--- src/rtl/lmsp_pkg.sv ---
// Package for the LED matrix shift packer.
// Holds defaults, op and shift-mode codes, and the controller/datapath structs.
// No dependencies.
package lmsp_pkg;

  localparam int unsigned RowsDef = 8;
  localparam int unsigned ColsDef = 8;
  localparam int unsigned MaxOut  = 64;

  localparam int unsigned RowIdxW   = 6;
  localparam int unsigned RowBitsW  = 8;
  localparam int unsigned ModeW     = 3;
  localparam int unsigned ByteW     = 8;
  localparam int unsigned InTdataW  = 24;

  typedef enum logic {
    OP_LOAD  = 1'b0,
    OP_SHIFT = 1'b1
  } op_e;

  typedef enum logic [ModeW-1:0] {
    MODE_NONE       = 3'd0,
    MODE_DOWN       = 3'd1,
    MODE_UP         = 3'd2,
    MODE_DIAG_WRAP  = 3'd3,
    MODE_DECAY_DOWN = 3'd4,
    MODE_DECAY_UP   = 3'd5,
    MODE_RIGHT      = 3'd6
  } shift_mode_e;

  typedef struct packed {
    logic load_row;
    logic apply_shift;
    logic advance;
  } cmd_t;

  typedef struct packed {
    logic is_last;
  } sts_t;

endpackage

--- src/rtl/led_matrix_shift_packer_top.sv ---
// Top level of the LED matrix shift packer.
// Instantiates lmsp_ctrl and lmsp_datapath; depends on lmsp_pkg.
//
//  channel  dir  tdata (low bit up)                          side band
//  s_axis   in   row_index[5:0] row_bits[13:6] mode[16:14]   tuser = op
//  m_axis   out  packed_byte[7:0]                            tlast = last_byte
//
// A load request writes the indexed frame row. A shift request applies the mode and loads
// the shift-out register in its accept cycle, then sends min(ceil(ROWS*COLS/8),
// 64) bytes, one per cycle, counted by the byte counter (8 bytes at 8x8).
// s_axis_tready is low while bytes are sent; m_axis stalls hold the byte.
// rst_ni clears the frame and returns to idle.
module led_matrix_shift_packer_top #(
  parameter int unsigned ROWS = lmsp_pkg::RowsDef,
  parameter int unsigned COLS = lmsp_pkg::ColsDef
) (
  input  logic                            clk_i,
  input  logic                            rst_ni,
  input  logic                            s_axis_tvalid,
  output logic                            s_axis_tready,
  // row_index[5:0], row_bits[13:6], shift_mode[16:14], zeros above
  input  logic [lmsp_pkg::InTdataW-1:0]   s_axis_tdata,
  // op[0]
  input  logic                            s_axis_tuser,
  output logic                            m_axis_tvalid,
  input  logic                            m_axis_tready,
  // packed_byte[7:0]
  output logic [lmsp_pkg::ByteW-1:0]      m_axis_tdata,
  output logic                            m_axis_tlast
);
  import lmsp_pkg::*;

  cmd_t cmd;
  sts_t sts;

  lmsp_ctrl u_ctrl (
    .clk_i       (clk_i),
    .rst_ni      (rst_ni),
    .in_valid_i  (s_axis_tvalid),
    .in_op_i     (s_axis_tuser),
    .in_ready_o  (s_axis_tready),
    .out_valid_o (m_axis_tvalid),
    .out_ready_i (m_axis_tready),
    .sts_i       (sts),
    .cmd_o       (cmd)
  );

  lmsp_datapath #(
    .ROWS (ROWS),
    .COLS (COLS)
  ) u_datapath (
    .clk_i         (clk_i),
    .rst_ni        (rst_ni),
    .cmd_i         (cmd),
    .sts_o         (sts),
    .row_index_i   (s_axis_tdata[5:0]),
    .row_bits_i    (s_axis_tdata[13:6]),
    .shift_mode_i  (s_axis_tdata[16:14]),
    .packed_byte_o (m_axis_tdata)
  );

  assign m_axis_tlast = sts.is_last;

endmodule

--- src/rtl/lmsp_ctrl.sv ---
// Controller for the LED matrix shift packer: idle/emit state machine.
// Depends on lmsp_pkg.
module lmsp_ctrl (
  input  logic              clk_i,
  input  logic              rst_ni,
  input  logic              in_valid_i,
  input  logic              in_op_i,
  output logic              in_ready_o,
  output logic              out_valid_o,
  input  logic              out_ready_i,
  input  lmsp_pkg::sts_t    sts_i,
  output lmsp_pkg::cmd_t    cmd_o
);
  import lmsp_pkg::*;

  typedef enum logic [1:0] {
    ST_IDLE = 2'b01,
    ST_EMIT = 2'b10
  } state_e;

  state_e state_q, state_d;

  always_comb begin
    state_d = state_q;
    case (state_q)
      ST_IDLE: begin
        if (in_valid_i && (op_e'(in_op_i) == OP_SHIFT)) state_d = ST_EMIT;
      end
      ST_EMIT: begin
        if (out_ready_i && sts_i.is_last) state_d = ST_IDLE;
      end
      default: state_d = ST_IDLE;
    endcase
  end

  always_ff @(posedge clk_i or negedge rst_ni) begin
    if (!rst_ni) begin
      state_q <= ST_IDLE;
    end else begin
      state_q <= state_d;
    end
  end

  assign in_ready_o        = (state_q == ST_IDLE);
  assign out_valid_o       = (state_q == ST_EMIT);
  assign cmd_o.load_row    = in_ready_o && in_valid_i && (op_e'(in_op_i) == OP_LOAD);
  assign cmd_o.apply_shift = in_ready_o && in_valid_i && (op_e'(in_op_i) == OP_SHIFT);
  assign cmd_o.advance     = out_valid_o && out_ready_i;

endmodule

--- src/rtl/lmsp_datapath.sv ---
// Datapath for the LED matrix shift packer: frame rows, shift modes,
// packed-byte shift-out register and byte counter. Depends on lmsp_pkg.
module lmsp_datapath #(
  parameter int unsigned ROWS = lmsp_pkg::RowsDef,
  parameter int unsigned COLS = lmsp_pkg::ColsDef
) (
  input  logic                            clk_i,
  input  logic                            rst_ni,
  input  lmsp_pkg::cmd_t                  cmd_i,
  output lmsp_pkg::sts_t                  sts_o,
  input  logic [lmsp_pkg::RowIdxW-1:0]    row_index_i,
  input  logic [lmsp_pkg::RowBitsW-1:0]   row_bits_i,
  input  logic [lmsp_pkg::ModeW-1:0]      shift_mode_i,
  output logic [lmsp_pkg::ByteW-1:0]      packed_byte_o
);
  import lmsp_pkg::*;

  localparam int unsigned Total    = ROWS * COLS;
  localparam int unsigned NeedB    = (Total + 7) / 8;
  localparam int unsigned NBytes   = (NeedB > MaxOut) ? MaxOut : NeedB;
  localparam int unsigned OutBits  = NBytes * ByteW;
  localparam int unsigned RowAW    = $clog2(ROWS);
  localparam int unsigned CntW     = $clog2(NBytes);

  logic [COLS-1:0]    frame_q [ROWS];
  logic [COLS-1:0]    frame_d [ROWS];
  logic [Total-1:0]   flat;
  logic [OutBits-1:0] sr_load;
  logic [OutBits-1:0] sr_q;
  logic [CntW-1:0]    cnt_q;
  logic               row_ok;

  // Column 0 sits in the row MSB.
  always_comb begin
    for (int i = 0; i < ROWS; i++) begin
      case (shift_mode_e'(shift_mode_i))
        MODE_DOWN:
          frame_d[i] = frame_q[(i == 0) ? ROWS-1 : i-1];
        MODE_UP:
          frame_d[i] = frame_q[(i == ROWS-1) ? 0 : i+1];
        MODE_DIAG_WRAP: begin
          frame_d[i] = {frame_q[(i == 0) ? ROWS-1 : i-1][0],
                        frame_q[(i == 0) ? ROWS-1 : i-1][COLS-1:1]};
        end
        MODE_DECAY_DOWN: begin
          if (i == 0) frame_d[i] = '0;
          else        frame_d[i] = {1'b0, frame_q[(i == 0) ? 0 : i-1][COLS-1:1]};
        end
        MODE_DECAY_UP: begin
          if (i == ROWS-1) frame_d[i] = '0;
          else if (i == 0) frame_d[i] = {frame_q[0][COLS-1], frame_q[1][COLS-1:1]};
          else frame_d[i] = {1'b0, frame_q[(i == ROWS-1) ? 0 : i+1][COLS-1:1]};
        end
        MODE_RIGHT:
          frame_d[i] = {frame_q[i][0], frame_q[i][COLS-1:1]};
        default:
          frame_d[i] = frame_q[i];
      endcase
    end
  end

  always_comb begin
    for (int i = 0; i < ROWS; i++) begin
      flat[Total-1-i*COLS -: COLS] = frame_d[i];
    end
  end

  if (Total >= OutBits) begin : g_trunc
    assign sr_load = flat[Total-1 -: OutBits];
  end else begin : g_pad
    localparam int unsigned Pad = OutBits - Total;
    assign sr_load = {flat, {Pad{1'b0}}};
  end

  assign row_ok = ({1'b0, row_index_i} < (RowIdxW+1)'(ROWS));

  always_ff @(posedge clk_i or negedge rst_ni) begin
    if (!rst_ni) begin
      for (int i = 0; i < ROWS; i++) frame_q[i] <= '0;
    end else if (cmd_i.apply_shift) begin
      for (int i = 0; i < ROWS; i++) frame_q[i] <= frame_d[i];
    end else if (cmd_i.load_row && row_ok) begin
      frame_q[row_index_i[RowAW-1:0]] <= COLS'(row_bits_i);
    end
  end

  always_ff @(posedge clk_i or negedge rst_ni) begin
    if (!rst_ni) begin
      cnt_q <= '0;
    end else if (cmd_i.apply_shift) begin
      cnt_q <= '0;
    end else if (cmd_i.advance) begin
      cnt_q <= cnt_q + 1'b1;
    end
  end

  always_ff @(posedge clk_i) begin
    if (cmd_i.apply_shift) begin
      sr_q <= sr_load;
    end else if (cmd_i.advance) begin
      sr_q <= {sr_q[OutBits-ByteW-1:0], {ByteW{1'b0}}};
    end
  end

  assign packed_byte_o = sr_q[OutBits-1 -: ByteW];
  assign sts_o.is_last = (cnt_q == CntW'(NBytes - 1));

endmodule
--- config.mk ---
export PLATFORM = sky130hd
export DESIGN_NAME = led_matrix_shift_packer_top
export DESIGN_NICKNAME = d
export VERILOG_FILES = /design/src/rtl/lmsp_pkg.sv /design/src/rtl/led_matrix_shift_packer_top.sv /design/src/rtl/lmsp_ctrl.sv /design/src/rtl/lmsp_datapath.sv
export SDC_FILE = /design/constraint.sdc
export NUM_CORES = 1
export LEC_CHECK = 0
export BUFFER_PORTS_ARGS = -buffer_cell sky130_fd_sc_hd__buf_2
export CORE_MARGIN = 2
export CORE_UTILIZATION = 40
export CTS_BUF_LIST = sky130_fd_sc_hd__clkbuf_8
export DETAILED_ROUTE_END_ITERATION = 10
export GPL_TIMING_DRIVEN = 0
export PLACE_DENSITY_LB_ADDON = 0.1
export SYNTH_ARGS = -nofsm -noshare
export SYNTH_HDL_FRONTEND = slang
export SYNTH_SLANG_ARGS = --single-unit
--- constraint.sdc ---
create_clock -name clk_i -period 8.75 [get_ports clk_i]
set_input_delay 1.3125 -clock clk_i [delete_from_list [all_inputs] [get_ports clk_i]]
set_output_delay 1.3125 -clock clk_i [all_outputs]
set_load 0.02 [all_outputs]
Yosys cells after proc, flatten, opt, wreduce, memory -nomap -nowiden
Cells that the tools add are included.

storage, ports and cells
  register bits after elaboration = 133
  output and inout port bits = 11

cells by class
  add/sub/neg operators = 1
  order comparisons = 3
  equality and inequality tests = 11
  multiplexer cells = 20
  bitwise gates (word level) = 2
  reduce and logical (&&, ||, !) cells = 11

operators with widths
  operator             number
  $pmux 8 s6           8
  $mux 64              4
  $bwmux 64            1
  $demux 8 s3          1
  $eq 3x3->1 const B   4
  $logic_and 1x1->1    8
  $mux 8               1
  $eq 3x2->1 const B   2
  $lt 6x4->1 const B   1
  $mux 3               2
  $ge 4x4->1 const B   1
  $lt 4x1->1 const B   1
  $mux 2               2
  $ne 2x2->1 const B   2
  $not 3->4            1
  $pmux 2 s2           1
  $reduce_bool 2->1    2
  $add 3x1->3 const B  1
  $eq 3x1->1 const B   1
  $eq 2x1->1 const B   1
  $eq 2x2->1 const B   1
  $reduce_and 2->1     1
  $not 1->1            1

Logic depth before layout (Yosys ltp)
Gate-level depths: netlist (run 1).

  depth after elaboration = 8
  depth in mapped cells = 9
  gate-level depth less buffers = 6

Cells and area by module
A second synthesis (run 1) with hierarchy kept.

unflattened totals
  cells, all modules = 951
  area total of the unflattened synthesis = 9062.4 um^2

by module, submodules not included
  module         times used  cells an instance  area each (um^2)  sequential area each (um^2)
  lmsp_datapath  1           941                8949.8            3598.5
  lmsp_ctrl      1           10                 112.6             51.3

Least setup slack after synthesis (run 1)
No wires, ideal clock.

  kind = input to register
  from = in s_axis_tvalid
  to = reg u_datapath.sr_q[0], enable pin
  library setup time = 0.693 ns
  data arrival time = 3.341 ns
  path slack = 4.716 ns
  stages on the path = 5
  buffers on the path = 2
  cell sequence = nand2_2 > or2_2 > clkbuf_1 > clkbuf_1 > nand2_1

on the way
  word-level cells in the longest chain between the ends = 3

RTL lines
  element                          RTL line                           source
  from (decl)                      led_matrix_shift_packer_top.sv:19  input logic s_axis_tvalid,
  $logic_and 1x1->1 (2 in series)  lmsp_ctrl.sv:47                    assign cmd_o.apply_shift = in_ready_o && in_valid_i && (op_e'(in_op_i) == OP_SHIFT);
  $reduce_bool 2->1 (no line)      -
  to (signal assigned)             lmsp_datapath.sv:99                sr_q <= sr_load;
  to (signal assigned)             lmsp_datapath.sv:101               sr_q <= {sr_q[OutBits-ByteW-1:0], {ByteW{1'b0}}};
  to (decl)                        lmsp_datapath.sv:29                logic [OutBits-1:0] sr_q;

Every way passes these cells.
A chain may end at the register's enable or synchronous reset.

Worst setup path after layout (run 1)
  from = in s_axis_tvalid
  to = reg u_datapath.sr_q[55], enable pin

Same word-level chain as after synthesis.

==> results.py, run 1 <==
metrics = {
    "yosys": {
        "yosys-top-cells-count": "nand2_1, o21ai_0, nor2_1",
        "synth_area_leader_cell": "edfxtp_1",
        "ys_top_cells_by_area": "edfxtp_1, dfrtp_1, nand2_1",
        "ys_types": 67,
        "ys.flop_type": "dfrtp_1",
        "synth-seq-cells": 133,
        "yosysTopAreaCellShare_pct": 21.1,
        "synth_most_common_cell": "nand2_1",
        "yosys_warnings": 0,
        "synthesis.instances": 1077,
        "synth_edf_count": 64,
        "avgSynthCellArea_um2": 8.45,
        "netlist_area_um2": 9100,
        "synth-seq-area-share_pct": 40.1,
        "synthArstFlopShare_pct": 51.9,
        "syn_nets": 1108,
    },
    "drt": {
        "wl_mm": 46.5,
        "firstDrtPassIters": 7,
        "wire_per_inst_um": 32.6,
        "via_per_inst": 6.97,
        "drc": 0,
        "num_vias": 9952,
        "drt_iter0_drc": 1589,
        "antenna_left": 0,
    },
    "global_routing": {
        "grt_pass1_vias": 9505,
        "antenna_found_initial": 0,
        "grt_max_degree": 65,
        "overflow": 0,
        "grt_first_pass_wirelength_mm": 66.8,
        "grt_usage_pct": 38.9,
    },
    "clock_network": {
        "cts_tree": "built",
        "cts_hold_buffers": 0,
        "cts_buffers": 17,
        "root_buffer": "clkbuf_8",
        "post_cts_buffers": 0,
        "clock-sinks": 133,
        "cts_buffer_depth": 2,
        "cts_resized": 0,
        "cts_max_level": 4,
        "clk-insertion-delay-late_ns": 0.48,
        "clk_pin_slew_ns": 0.09,
    },
    "run": {
        "drv_cap": 0,
    },
    "layout": {
        "fin_nets": 1160,
        "n_fill_cell": 2307,
        "fin_area_um2": 10100,
        "drive_gt1_share_pct": 14.4,
        "utilization_pct": 44.7,
        "area_growth_pct": 10.4,
        "antenna_cells": 0,
    },
    "sta": {
        "skew_ns": 0.0143,
        "fmax_mhz": 264,
        "whs_ns": 0.527,
        "fin_crit_sh_pct": 43.3,
        "slew_headroom_pct": 19.0,
        "final-setup-viol-count": 0,
        "hold_violations": 0,
        "worst_pin_slew_ns": 1.21,
        "final-max-slew-violation-count": 0,
        "finalSetupTns_ns": 0,
        "finalCriticalPeriod_ns": 3.79,
        "rsz0062_at_grt": "false",
    },
    "placement": {
        "port_buffers": 32,
        "gp_congestion": 1.03,
        "hpwl_mm": 33.0,
        "placedInstanceArea_um2": 9660,
    },
    "critical_path": {
        "worstSetupEndpointType": "register",
        "path_class": "input port to register",
        "critPathRequiredTime_ns": 8.76,
        "cp-start-kind": "input port",
        "crit_fanout": 64,
        "arrival_ns": 3.80,
    },
    "pwr": {
        "internal-power_mw": 1.25,
        "power_density_nw_per_um2": 222,
        "sequentialPowerShare_pct": 44.3,
        "p_clk_share_pct": 24.7,
        "p_leak_nw": 3.96,
        "switching_share_pct": 43.8,
        "combPwrFrac_pct": 31.0,
        "net-switching-power_mw": 0.976,
        "peakVddDrop_uv": 120,
        "totalPowerFinal_mw": 2.23,
    },
    "worst_hold_path": {
        "hp-class": "register to register",
    },
    "floorplanning": {
        "start_util_pct": 40.4,
        "num_rows": 55,
        "die_x_um": 155,
        "die_h_um": 155,
        "ios": 40,
        "fp.dieArea_um2": 24000,
        "core_um2": 22500,
    },
    "status": {
        "status": "finished clean",
    },
}
==> power by group through the flow <==
stage / logic, mW / registers [mW] / clock network (mW)
after global placement: 0.655 / 0.983 / 0
after global routing: 0.729 / 0.986 / 0.575
after CTS: 0.660 / 0.968 / 0.556
after detailed placement: 0.658 / 0.981 / 0
after floorplan: 0.444 / 0.877 / 0
final: 0.691 / 0.987 / 0.550
==> cell usage in the layout (no fill, tap or decap), types with 5 or more instances in the layout <==
cell,Yosys,final
a22oi_1,9,9
a31oi_1,60,60
nor3_1,7,7
nand3_1,33,33
buf_4,24,25
inv_1,15,15
mux2i_1,22,22
edfxtp_1,64,64
nor2b_1,19,19
nand2_1,187,186
a21oi_2,9,9
a22o_1,14,14
a211o_1,5,5
o21ai_0,87,87
a21oi_1,49,49
buf_2,40,71
nor2_1,82,82
o22a_1,15,15
o211ai_1,21,21
o221ai_1,44,44
clkbuf_1,48,48
nand2b_1,24,24
dfrtp_1,68,68
clkbuf_8,0,17
o22ai_1,21,21
a221oi_1,12,12
a21o_1,11,11
==> logic make-up after synthesis <==
kind of cell	count (synthesis)	share of synthesized area, %
AOI/OAI and AO/OA	396	29.8
xor gates and xnor gates	1	0.0963
adders and majority gates	2	0.275
buffers and inverters	135	7.44
DFF	133	40.1
muxes	27	3.16
and+or+nand+nor	383	19.1
==> critical path, stage by stage <==
cell and delay (ns):
buf_2 0.11, nand2_2 0.24, or2_2 0.23, clkbuf_1 0.60
clkbuf_1 0.58, nand2_4 0.67
==> per-stage QoR <==
step           cells  setup slack (ns)
2_1_floorplan   1077              4.72
3_3_place_gp    1394              3.00
3_5_place_dp    1395              4.50
4_1_cts         1427              5.00
5_1_grt         1427              4.78
6_report        1427              4.96
==> worst paths after layout <==
path / from / endpoint / slack [ns] / cells after the start
min reg2reg: u_datapath.sr_q[53]$_DFFE_PP_ / u_datapath.sr_q[61]$_DFFE_PP_ / 0.53 / 1
max reg2reg: u_ctrl.state_q[1]$_DFFE_PN0P_ / u_datapath.sr_q[55]$_DFFE_PP_ / 5.48 / 6
min: u_datapath.sr_q[53]$_DFFE_PP_ / u_datapath.sr_q[61]$_DFFE_PP_ / 0.53 / 1
max in group asynchronous: rst_ni / u_ctrl.state_q[0]$_DFFE_PN1P_ / 7.32 / 2
max: s_axis_tvalid / u_datapath.sr_q[55]$_DFFE_PP_ / 4.96 / 6
min in group asynchronous: rst_ni / u_datapath.frame_q[59]$_DFFE_PN0P_ / 0.79 / 1
==> registers in the layout, summed over array words and instances, names as in the netlist <==
register            count
u_datapath.frame_q     64
u_datapath.cnt_q        3
u_datapath.sr_q        64
u_ctrl.state_q          2
==> routing by layer <==
metal,wire length [um],GRT usage (%),vias to the layer above
met5,0,0,-
met4,2290,17.2,0
met3,5770,10.9,175
met2,20100,58.5,773
met1,18300,52.4,4882
li1,-,-,4122
==> cell type report <==
class	instances	area [um2]	share of cell area, %
Multi-Input combinational cell	809	4780	47.6
Sequential cell	133	3650	36.3
Buffer	119	617	6.14
Tap cell	285	357	3.55
Clock buffer	17	234	2.33
Timing Repair Buffer	33	190	1.89
Clock inverter	15	163	1.62
Inverter	16	60.1	0.597
Power figures use the tool's default switching activity.
==> run 2: changes to the inputs <==
- ABC_AREA: not set -> 1
- clock period: 8.75 -> 3.6 ns (I/O delays scaled with it)
==> run 2 against run 1 <==
- utilization grew 0.61 points
- die area grew 5.7%
- setup slack lost 4.4 ns
- largest cell class unchanged
==> results.py, run 2 <==
metrics = {
    "status": {
        "status": "finished clean",
    },
    "yosys": {
        "synth-seq-area-share_pct": 37.9,
        "syn_nets": 1521,
        "netlist_area_um2": 9640,
        "synth-seq-cells": 133,
        "yosysTopAreaCellShare_pct": 19.9,
        "synth_edf_count": 64,
        "ys.flop_type": "dfrtp_1",
        "avgSynthCellArea_um2": 6.47,
        "ys_top_cells_by_area": "edfxtp_1, dfrtp_1, nand2_1",
        "yosys_warnings": 0,
        "synthArstFlopShare_pct": 51.9,
        "synthesis.instances": 1490,
        "ys_types": 23,
        "yosys-top-cells-count": "nand2_1, nor2_1, a21oi_1",
        "synth_most_common_cell": "nand2_1",
        "synth_area_leader_cell": "edfxtp_1",
    },
    "drt": {
        "antenna_left": 0,
        "firstDrtPassIters": 6,
        "drc": 0,
        "wl_mm": 42.4,
        "via_per_inst": 5.90,
        "num_vias": 11000,
        "drt_iter0_drc": 1507,
        "wire_per_inst_um": 22.7,
    },
    "pwr": {
        "internal-power_mw": 3.36,
        "peakVddDrop_uv": 314,
        "combPwrFrac_pct": 29.3,
        "p_leak_nw": 5.03,
        "totalPowerFinal_mw": 6.12,
        "power_density_nw_per_um2": 574,
        "switching_share_pct": 45.0,
        "net-switching-power_mw": 2.76,
        "p_clk_share_pct": 25.0,
        "sequentialPowerShare_pct": 45.7,
    },
    "clock_network": {
        "clk-insertion-delay-late_ns": 0.47,
        "cts_hold_buffers": 0,
        "clk_pin_slew_ns": 0.09,
        "cts_max_level": 4,
        "post_cts_buffers": 0,
        "cts_resized": 0,
        "cts_buffers": 17,
        "clock-sinks": 133,
        "cts_tree": "built",
        "cts_buffer_depth": 2,
        "root_buffer": "clkbuf_8",
    },
    "placement": {
        "hpwl_mm": 30.6,
        "port_buffers": 27,
        "place_ws_ns": 0.333,
        "dpl.cell_count": 1837,
        "gp_congestion": 0.990,
    },
    "worst_hold_path": {
        "hp-class": "input port to async pin",
    },
    "sta": {
        "slew_headroom_pct": 37.5,
        "finalCriticalPeriod_ns": 3.06,
        "fin_crit_sh_pct": 85.1,
        "final-max-slew-violation-count": 0,
        "rsz0062_at_grt": "false",
        "final-setup-viol-count": 0,
        "skew_ns": 0.0183,
        "hold_violations": 0,
        "worst_pin_slew_ns": 0.938,
        "fmax_mhz": 326,
        "setup_slack_ns": 0.537,
    },
    "global_routing": {
        "grt_usage_pct": 33.2,
        "grt_first_pass_wirelength_mm": 64.1,
        "overflow": 0,
        "grt_max_degree": 65,
        "grt_pass1_vias": 10300,
        "antenna_found_initial": 0,
    },
    "layout": {
        "stdcell_count": 1869,
        "antenna_cells": 0,
        "layout_common_cells": "nand2_1, nor2_1, a21oi_1, nand4_1, o21ai_0",
        "area_growth_pct": 10.6,
        "top_regs": "u_datapath.frame_q x64, u_datapath.sr_q x64, u_datapath.cnt_q x3",
        "drive_gt1_share_pct": 7.29,
        "final_common_cell": "nand2_1",
        "fin_nets": 1568,
        "n_fill_cell": 2654,
    },
    "critical_path": {
        "path_class": "register to register",
        "max_stage_delay_ns": 0.64,
        "crit_chain": "inv_1 > nor3_4 > inv_2 > buf_2 > buf_2 > clkbuf_1 > nand2_4",
        "critPathRequiredTime_ns": 3.60,
        "cp-start-kind": "register",
        "worstSetupEndpointType": "register",
        "crit_fanout": 64,
        "arrival_ns": 3.06,
        "cpMaxStageDelayCell": "nand2_4",
        "path_common_cell": "buf_2",
    },
    "run": {
        "drv_cap": 0,
    },
    "floorplanning": {
        "ios": 40,
        "start_util_pct": 40.9,
        "fp.dieArea_um2": 25400,
        "num_rows": 56,
        "die_x_um": 159,
        "die_h_um": 159,
        "core_um2": 23500,
    },
}
-- run 2: worst max-delay path: cells and delay by family (launching register included) --
family	cells	cell delay, ns
buffers and inverters	5	1.43
DFF	1	0.38
and+or+nand+nor	2	0.71
-- run 2: cell families after synthesis --
group / synth area share, %
XOR/XNOR: 0.0909
AND/OR/NAND/NOR: 38.5
flip-flops: 37.9
adder cells (fa/ha/maj): 0.260
buffers and inverters: 9.00
AO/OA/AOI/OAI: 14.3
-- run 2: area by class of cell --
type | instances | area, um2 | area share, %
flip-flops and latches | 133 | 3650 | 34.2
clock inverters | 14 | 210 | 1.97
inverters | 92 | 348 | 3.26
well taps | 319 | 399 | 3.74
clock buffers | 18 | 248 | 2.32
multi-input cells | 1152 | 5130 | 48.1
plain buffers | 113 | 519 | 4.87
repair buffers | 28 | 158 | 1.48
-- run 2: layer usage --
| layer | up-vias | wire length [um] | track usage, % | part of all wire [%] |
|---|---|---|---|---|
| li1 | 5080 | - | - | - |
| met1 | 5229 | 17900 | 46.0 | 42 |
| met2 | 601 | 18800 | 50.9 | 44 |
| met3 | 108 | 3810 | 6.30 | 9.0 |
| met4 | 0 | 1890 | 13.8 | 4.4 |
| met5 | - | 0 | 0 | 0 |
-- run 2: power groups by stage --
stage / Combinational (mW) / Sequential [mW] / Clock, mW
finish: 1.80 / 2.80 / 1.53
detailed placement: 1.75 / 2.76 / 0
floorplan: 1.22 / 2.37 / 0
CTS: 1.75 / 2.73 / 1.53
global placement: 1.72 / 2.77 / 0
global route: 2.00 / 2.80 / 1.59
-- run 2: per-stage QoR --
step / setup TNS, ns / hold WS, ns / cell area, um2 / utilization (%)
after global placement: -75.70 / 0.488 / 10200 / 43.2
after CTS: 0 / 0.0489 / 10700 / 45.3
after global routing: 0 / 0.0685 / 10700 / 45.3
final: 0 / 0.0306 / 10700 / 45.3
after floorplan: 0 / 0.244 / 9640 / -
after detailed placement: 0 / 0.504 / 10200 / 43.3
-- run 2: worst paths after layout --
kind | end | start | cells past startpoint | slack (ns)
setup / recovery | u_datapath.sr_q[17]$_DFFE_PP_ | u_ctrl.state_q[0]$_DFFE_PN1P_ | 7 | 0.54
hold / removal | u_datapath.frame_q[4]$_DFFE_PN0P_ | rst_ni | 1 | 0.03
setup reg to reg | u_datapath.sr_q[17]$_DFFE_PP_ | u_ctrl.state_q[0]$_DFFE_PN1P_ | 7 | 0.54
hold reg to reg | u_datapath.cnt_q[1]$_DFFE_PN0P_ | u_datapath.cnt_q[1]$_DFFE_PN0P_ | 2 | 0.52
max in group asynchronous | u_datapath.frame_q[37]$_DFFE_PN0P_ | rst_ni | 2 | 2.94
min in group clk_i | u_datapath.cnt_q[1]$_DFFE_PN0P_ | m_axis_tready | 3 | 0.36
